$ cat config.mk
export PLATFORM = sky130hd
export DESIGN_NAME = bsa_ram
export DESIGN_NICKNAME = d
export VERILOG_FILES = /design/src/hdl/bsa_ram.sv
export SDC_FILE = /design/constraint.sdc
export NUM_CORES = 2
export LEC_CHECK = 0
export BUFFER_PORTS_ARGS = -buffer_cell sky130_fd_sc_hd__buf_2
export CAP_MARGIN = 5
export CORE_ASPECT_RATIO = 1.5
export CORE_UTILIZATION = 50
export DETAILED_ROUTE_END_ITERATION = 10
export GPL_TIMING_DRIVEN = 0
export PLACE_DENSITY = 0.71
export SYNTH_ARGS = -nofsm -noshare
export SYNTH_HDL_FRONTEND = slang
export SYNTH_SLANG_ARGS = --single-unit
$ cat constraint.sdc
create_clock -name clk -period 3.7 [get_ports clk]
set_input_delay 0.37 -clock clk [delete_from_list [all_inputs] [get_ports clk]]
set_output_delay 0.37 -clock clk [all_outputs]
set_load 0.05 [all_outputs]
$ cat src/hdl/bsa_ram.sv
module bsa_ram #(
	parameter int WIDTH = 32,
	parameter int DEPTH = 64
) (
	input  logic                     clk,
	input  logic                     we,
	input  logic [$clog2(DEPTH)-1:0] waddr,
	input  logic [WIDTH-1:0]         wdata,
	input  logic [$clog2(DEPTH)-1:0] raddr,
	output logic [WIDTH-1:0]         rdata
);

	logic [WIDTH-1:0] mem_q [DEPTH];

	always_ff @(posedge clk) begin
		if (we) begin
			mem_q[waddr] <= wdata;
		end
		rdata <= mem_q[raddr];
	end

endmodule

==> flow_summary.yaml <==
setup_path:
  critical_path_class: "in2reg"
  slowest_delay_ns: 0.86
  cp_slowest_cell: "buf_1"
  end_kind: "register"
  crit_family: "buffers and inverters"
  critPathBufInv: 4
  path_common_cell: "buf_2"
  path_cells: "buf_2, buf_2, buf_2, buf_1, nand3b_1, o221ai_1, a21oi_1, a21oi_1, nor2_1"
  required_ns: 4.37
  start_kind: "input pin"
  arrival_ns: 4.41
  critPathMaxFanout: 10
sta:
  fmax_mhz: 267.5
  fin_ws_ns: -0.03860
  clock_skew_ns: 0.02952
  finalSetupTns_ns: -0.03860
  rsz0062_at_grt: "false"
  slew_headroom: -0.04075
  setup_viol: 1
  drv_slew: 11
  whs_ns: 0.03611
  worstMarginPinSlew_ns: 1.561
  hold_violations: 0
  fin_crit_sh: 1.010
  fin_crit_ns: 3.739
route:
  dr.pass1.iters: 9
  drc: 0
  ant_nets: 0
  avgViaCountPerCell: 6.661
  drt_iter0_drc: 5981
  vias: 39140
  wirelength_mm: 232.3
  wl_per_cell_um: 39.54
clocking:
  cts_max_level: 4
  cts.sinks: 2080
  cts_tree: "built"
  clk_pin_slew_ns: 0.07
  cts.hold.buffers_added: 0
  postCtsSetupBuffers: 0
  cts_made_buffers: 180
  clk_latency_ns: 0.85
  cts_root_buffer: "clkbuf_16"
  cts_resized: 0
  clk_path_buf_depth: 3
finish:
  syn2layout_area_growth_pct: 13.56
  fin_area_um2: 89160
  drive_gt1_frac: 0.2892
  nets: 3710
die:
  dieArea_um2: 158700
  fp.dieW_um: 325.6
  core_area_um2: 155500
  ios: 78
  start_util: 0.5050
  fp.dieH_um: 487.3
  rows: 177
yosys:
  synth_cell_type_count: 34
  yosys.area.top_type: "edfxtp_1"
  synth_warnings: 0
  synth_top_area_frac: 0.7833
  syn_inst: 3324
  yosys-top-cells-count: "edfxtp_1, mux4_2, nor2_1, mux2i_1, o22ai_1"
  synth_edf_count: 2048
  synth_seq_cells: 2080
  yosysMostFrequentCell: "edfxtp_1"
  syn_area_um2: 78520
  netlist_top_cells_area: "edfxtp_1, mux4_2, mux2i_1"
  synth-main-ff-cell: "edfxtp_1"
  ys_seq_area_frac: 0.7914
  postSynth.asyncResetShare: 0
  synth_nets: 3370
  syn_area_per_cell_um2: 23.62
power:
  p_leak_nw: 27.55
  powerDensity_nw_per_um2: 529.8
  worst_ir_drop_vdd_mv: 0.3753
placed_design:
  gp_congestion: 0.9935
  placed_area_um2: 83550
  dpl.hpwl_mm: 151.3
  io_buffers: 69
global_route:
  gr-usage-all-layers: 0.2950
  antenna_found_initial: 19
  grt_pass1_vias: 38926
  grt_start_max_net_pins: 65
  overflow: 0
  grt_pass1_wl_mm: 313.5
outcome:
  status: "complete, but fails checks"
  failed_checks: "max-capacitance violations, max-slew violations, negative setup slack"
run:
  maxCapViolCount: 1
min_path:
  hold_class: "in2reg"
## worst reg2reg max path, cell delays in order, from the launching register on
cell and delay [ns]:
edfxtp_1 0.39, mux4_2 0.48, mux4_2 0.60, o22ai_1 0.85
nor2_1 0.27
## layout by cell type (no fill, tap or decap), drive strengths merged, types with 2 or more instances in the layout
cell      count
a21oi        62
a22oi        12
a311oi        8
a41o          4
and2          2
and3          4
buf         266
bufinv        6
clkbuf      308
clkinv       66
clkinvlp      4
dfxtp        32
diode         8
edfxtp     2048
inv          18
mux2i        93
mux4        544
nand2        26
nand2b        8
nand3         5
nand3b        5
nand4         2
nor2        137
nor2b        15
nor3          7
o221ai       27
o22ai        84
o32ai         4
or2           3
or3           3
or3b          5
## metrics by stage
stage / utilization / setup slack, ns / cells / power [mW]
floorplan: - / 0.1702 / 3324 / 28.08
global placement: 0.5238 / -3.565 / 5451 / 29.43
detailed placement: 0.5374 / -0.6598 / 5536 / 29.55
CTS: 0.5728 / 0.1988 / 5864 / 47.23
global route: 0.5734 / 0.09602 / 5869 / 48.14
finish: 0.5735 / -0.03860 / 5876 / 47.24
## area by class of cell
type,instances,area [um^2]
timing repair buffer,158,2072
clock inverter,94,680.7
buffer,182,885.9
sequential,2080,62140
clock buffer,234,4822
antenna,8,20.02
fill,11010,66310
multi-input combinational,1062,15970
tap,2058,2575
## sequential cells by signal, indices dropped and copies added (netlist names)
name   flops
mem_q   2048
rdata     32
## logic make-up after synthesis
kind of cell / count (synthesis) / share of synthesized area
buf+inv: 182 / 0.01128
compound gates: 202 / 0.01673
simple gates: 223 / 0.01265
mux: 637 / 0.1679
flops: 2080 / 0.7914
## worst paths after layout
check	to	slack [ns]	cells after the start	startpoint
setup / recovery	rdata[13]	-0.04	9	raddr[1]
hold / removal	mem_q[60][11]	0.04	1	wdata[11]
setup reg to reg	rdata[16]	0.92	4	mem_q[28][16]
hold reg to reg	rdata[17]	1.06	4	mem_q[13][17]
## metal layers
metal / part of all wire / track usage / vias to the layer above
met3: 0.10 / 0.06528 / 695
li1: - / - / 14951
met2: 0.49 / 0.4824 / 2849
met4: 0.082 / 0.2028 / 18
met1: 0.33 / 0.3502 / 20627
met5: 0.00056 / 0.0003062 / -
## power breakdown
| part | internal [mW] | leakage (nW) | switching, mW |
|---|---|---|---|
| Combinational | 0.907 | 6.16 | 2.08 |
| Sequential | 26.1 | 18.7 | 0.0518 |
| Clock | 9.65 | 2.70 | 8.47 |
| Total | 36.6 | 27.6 | 10.6 |
(Power assumes the default switching activity.)
