$ cat config.mk
export PLATFORM = sky130hd
export DESIGN_NAME = bsa_mac
export DESIGN_NICKNAME = d
export VERILOG_FILES = /design/src/hdl/bsa_pkg.sv /design/src/hdl/bsa_mac.sv
export SDC_FILE = /design/constraint.sdc
export NUM_CORES = 1
export LEC_CHECK = 0
export ABC_AREA = 1
export ABC_CLOCK_PERIOD_IN_PS = 3500
export BUFFER_PORTS_ARGS = -buffer_cell sky130_fd_sc_hd__buf_4
export CORE_UTILIZATION = 44
export DETAILED_ROUTE_END_ITERATION = 10
export GPL_TIMING_DRIVEN = 1
export PLACE_DENSITY_LB_ADDON = 0.1
export REMOVE_ABC_BUFFERS = 1
export SYNTH_ARGS = -nofsm -noshare
export SYNTH_HDL_FRONTEND = slang
export SYNTH_SLANG_ARGS = --single-unit
$ cat constraint.sdc
create_clock -name clk -period 3.5 [get_ports clk]
set_clock_uncertainty 0.15 [all_clocks]
set_input_delay 0.7 -clock clk [delete_from_list [all_inputs] [get_ports clk]]
set_output_delay 0.7 -clock clk [all_outputs]
set_load 0.01 [all_outputs]
$ cat src/hdl/bsa_pkg.sv
package bsa_pkg;

	localparam int ARCHIVE_LIMIT_DEF  = 32;
	localparam int MAX_OBJECTIVES_DEF = 4;
	localparam int MAX_PARAMS_DEF     = 64;

	// Objective index outputs on the result item, whatever MAX_OBJECTIVES is.
	localparam int NUM_OBJ_OUT = 4;

	localparam logic [39:0] SCORE_MAX = 40'hFF_FFFF_FFFF;

	localparam logic FUNC_LOAD = 1'b0;
	localparam logic FUNC_READ = 1'b1;

	localparam logic [2:0] REG_NUM_OBJ  = 3'd0;
	localparam logic [2:0] REG_NUM_PAR  = 3'd1;
	localparam logic [2:0] REG_WEIGHT_0 = 3'd2;
	localparam logic [2:0] REG_WEIGHT_1 = 3'd3;
	localparam logic [2:0] REG_WEIGHT_2 = 3'd4;
	localparam logic [2:0] REG_WEIGHT_3 = 3'd5;

	typedef enum logic [3:0] {
		ST_IDLE,
		ST_CLEAR,
		ST_SCORE,
		ST_WRITE,
		ST_WSCAN,
		ST_SHIFT,
		ST_RADDR,
		ST_RDATA,
		ST_RSCAN,
		ST_DONE
	} state_t;

	typedef struct packed {
		logic               func;
		logic signed [31:0] value;
		logic        [4:0]  entry;
		logic        [6:0]  element;
	} cmd_t;

	typedef struct packed {
		logic signed [31:0] read_value;
		logic               read_error;
		logic        [4:0]  best_all;
		logic        [39:0] best_score;
		logic        [4:0]  best_obj_a;
		logic        [4:0]  best_obj_b;
		logic        [4:0]  best_obj_c;
		logic        [4:0]  best_obj_d;
		logic        [4:0]  held;
		logic               removed;
		logic        [4:0]  removed_at;
	} result_t;

endpackage

$ cat src/hdl/bsa_mac.sv
module bsa_mac (
	input  logic               clk,
	input  logic               arst_n,
	input  logic               clr,
	input  logic               en,
	input  logic [15:0]        weight,
	input  logic signed [31:0] operand,
	output logic [39:0]        score
);

	logic [46:0] prod_s1;
	logic        pv_s1;
	logic [49:0] acc_q;
	logic [41:0] shifted;

	// Negative objectives count as zero.
	always_ff @(posedge clk) begin
		prod_s1 <= operand[31] ? 47'd0 : 47'(weight) * 47'(operand[30:0]);
	end

	always_ff @(posedge clk or negedge arst_n) begin
		if (!arst_n) begin
			pv_s1 <= 1'b0;
			acc_q <= '0;
		end else if (clr) begin
			pv_s1 <= 1'b0;
			acc_q <= '0;
		end else begin
			pv_s1 <= en;
			if (pv_s1) begin
				acc_q <= acc_q + 50'(prod_s1);
			end
		end
	end

	assign shifted = acc_q[49:8];
	assign score   = (shifted[41:40] != 2'b00) ? bsa_pkg::SCORE_MAX : shifted[39:0];

endmodule

==> run_results.csv <==
group,metric,value,unit
run_status,outcome,"complete, but fails checks",
run_status,violations,"negative setup slack",
global_route,grt-ovfl-total,0,
synth,synth_area,24500,um2
timing,drv_slew,0,
synth,synth_top_area_share,33.1,%
routing,routed_wl,76800,um
clocking,htreeDepth,3,
finish,antennaDiodeCount,0,
die,core,55000,um2
critical_path,r2r-end,"acc_q[48]",
critical_path,cp.arrival,5.63,ns
timing,timing.final.crit_share,157,%
synth,synth.most_common_cell,"nand2_1",
global_route,antenna_found_initial,0,
finish,drive_gt1_share,23.0,%
finish,final_area,31200,um2
synth,synth_flop_cell,"dfrtp_1",
clocking,cts_root_buf,"clkbuf_16",
critical_path,crit_type,"in -> reg",
placed_design,dpl.hpwl,63500,um
clocking,cts_buffers,9,
die,dieArea,56600,um2
synth,ys_seq_area_share,9.06,%
timing,setup-violations-final,41,
clocking,clk_pin_slew,0.08,ns
die,ios,92,
global_route,grt_max_degree,52,
routing,vias,22500,
synth,syn_inst,3636,
routing,drt_iter0_markers,1502,
critical_path,endpoint,"prod_s1[42]",
timing,fin_setup_tns,-73.55,ns
routing,drtAntennaViolNets,0,
clocking,tritoncts,"built",
synth,synth_seq_cells,98,
finish,area_growth,27.5,%
timing,max_freq,182,MHz
die,die_x,238,um
hold_path,hold_class,"in -> async",
critical_path,rrSetupSlack,0.90,ns
die,start_util,44.5,%
flow_run,max-cap-violations,0,
routing,wl_per_cell,16.4,um
clocking,clock-sinks,98,
timing,fin_crit,5.49,ns
timing,rsz0062_at_grt,"true",
routing,drtPass1Iterations,7,
critical_path,timing.rr.start,"acc_q[0]",
critical_path,required,3.65,ns
timing,max-slew-margin-rel,45.2,%
die,fp.dieH,238,um
routing,viasPerCell,4.79,
critical_path,reg2reg_depth,12,
synth,synthArstFlopShare,52.0,%
placed_design,place_area,27900,um2
global_route,track_usage,27.6,%
critical_path,cp-start-kind,"input port",
synth,synth_edf_count,0,
clocking,clk_path_buf_depth,2,
critical_path,crit_fanout,6,
finish,nets,4566,
critical_path,crit_start,"weight[8]",
synth,ys_top_cells_by_area,"fa_1 (33%), nand2_1 (19%), inv_1 (15%)",
clocking,clock_latency,0.36,ns
timing,layout_setup_ws,-1.99,ns
synth,syn_area_per_cell,6.73,um2
die,std_cell_rows,86,
global_route,grt_pass1_wl,122000,um
routing,drc,0,
critical_path,cp-end-kind,"flop",
synth,synthesis.yosys.warnings,0,
timing,tightest_slew,0.821,ns
placed_design,gp_congestion,1.00,
timing,hold_viol,0,
synth,synth_cell_type_count,47,
placed_design,numPortBuffers,91,
synth,yosysTopAreaCell,"fa_1",
synth,synthTopCellsByCount,"nand2_1 (1,219), inv_1 (986), fa_1 (405), nor2_1 (171), ha_1 (166)",
global_route,grt_pass1_vias,22700,
[cell usage in the layout (no fill, tap or decap), types with 16 or more instances in the layout]
| cell type | Yosys | layout |
|---|---|---|
| nand2_2 | 25 | 96 |
| buf_6 | 0 | 50 |
| inv_2 | 10 | 87 |
| ha_1 | 166 | 126 |
| buf_12 | 0 | 33 |
| ha_4 | 0 | 37 |
| dfxtp_1 | 47 | 47 |
| fa_1 | 405 | 378 |
| nor2_1 | 171 | 134 |
| nand2_4 | 1 | 44 |
| o21ai_0 | 68 | 50 |
| nand2_1 | 1219 | 1103 |
| nand3_1 | 87 | 67 |
| inv_1 | 986 | 905 |
| a21oi_2 | 0 | 35 |
| o21ai_1 | 8 | 18 |
| nor2_4 | 3 | 27 |
| buf_4 | 0 | 314 |
| nor2_2 | 29 | 42 |
| dfrtp_1 | 51 | 51 |
| clkbuf_16 | 0 | 16 |
| a21oi_1 | 135 | 91 |
| fa_2 | 0 | 27 |
| nand3_2 | 6 | 21 |
[how the worst min path moves through the flow]
| stage | end | cells past startpoint | slack, ns | from |
|---|---|---|---|---|
| finish | pv_s1 | 1 | 0.26 | arst_n |
| global route | pv_s1 | 1 | 0.32 | arst_n |
| CTS | acc_q[11] | 1 | 0.28 | arst_n |
| detailed placement | acc_q[7] | 2 | 0.32 | acc_q[7] |
| global placement | acc_q[7] | 2 | 0.32 | acc_q[7] |
| floorplan | acc_q[0] | 0 | 0.25 | arst_n |
[critical path: stages]
cell     delay [ns]
buf_12         0.11
buf_12         0.13
nand2_4        0.05
fa_1           0.53
inv_1          0.05
fa_1           0.48
inv_1          0.05
fa_1           0.49
inv_2          0.06
fa_1           0.51
fa_1           0.54
inv_1          0.05
fa_1           0.52
inv_2          0.05
ha_4           0.30
nand2_4        0.08
nor2_4         0.14
nand2_1        0.09
nor2_1         0.09
nand2_1        0.11
nand3_4        0.15
nand2_2        0.08
nand3_1        0.07
nand2_1        0.05
nor2_1         0.11
[repair_timing]
item | CTS | global route
gates cloned | 4 | 6
setup endpoints to repair | 42 | 42
endpoints found under the hold margin | 0 | 0
resized for setup | 352 | 288
hold buffers | 0 | 0
setup buffers | 20 | 30
pin swaps | 76 | 137
[cells by family after synthesis]
family / Yosys count / share of synthesized area, %
and+or+nand+nor: 1589 / 26.3
buffers and inverters: 1124 / 17.3
adders and majority gates: 571 / 41.6
AOI/OAI and AO/OA: 250 / 5.62
DFF: 98 / 9.06
xor gates and xnor gates: 4 / 0.143
[state kept, by name (all words and copies together), names as in the netlist]
register / flops
prod_s1: 47
acc_q: 50
pv_s1: 1
[layer usage]
metal | GRT usage (%) | part of all wire, % | vias to the layer above
met5 | 0 | 0 | -
met4 | 5.51 | 2.2 | 0
met3 | 2.86 | 5.3 | 83
met2 | 47.3 | 48 | 534
met1 | 37.9 | 45 | 10800
li1 | - | - | 11100
[cell type report]
class | instances | area [um2]
Clock inverter | 4 | 56.3
Fill cell | 5304 | 23800
Sequential cell | 98 | 2220
Tap cell | 748 | 936
Inverter | 997 | 3750
Timing Repair Buffer | 423 | 4160
Multi-Input combinational cell | 2414 | 19800
Clock buffer | 12 | 268
[through the flow]
step / worst slack, ns / hold WS (ns) / std cells / utilization [%]
3_5_place_dp: -2.65 / 0.321 / 4624 / 50.7
3_3_place_gp: -2.66 / 0.322 / 4624 / 50.7
6_report: -1.99 / 0.262 / 4696 / 56.8
5_1_grt: -2.19 / 0.322 / 4696 / 56.8
4_1_cts: -1.97 / 0.280 / 4663 / 54.4
2_1_floorplan: -1.88 / 0.254 / 3509 / -
Power is left out: the tool's default activity adds up to more than one toggle a clock period on the data nets, which glitch-free logic cannot reach.
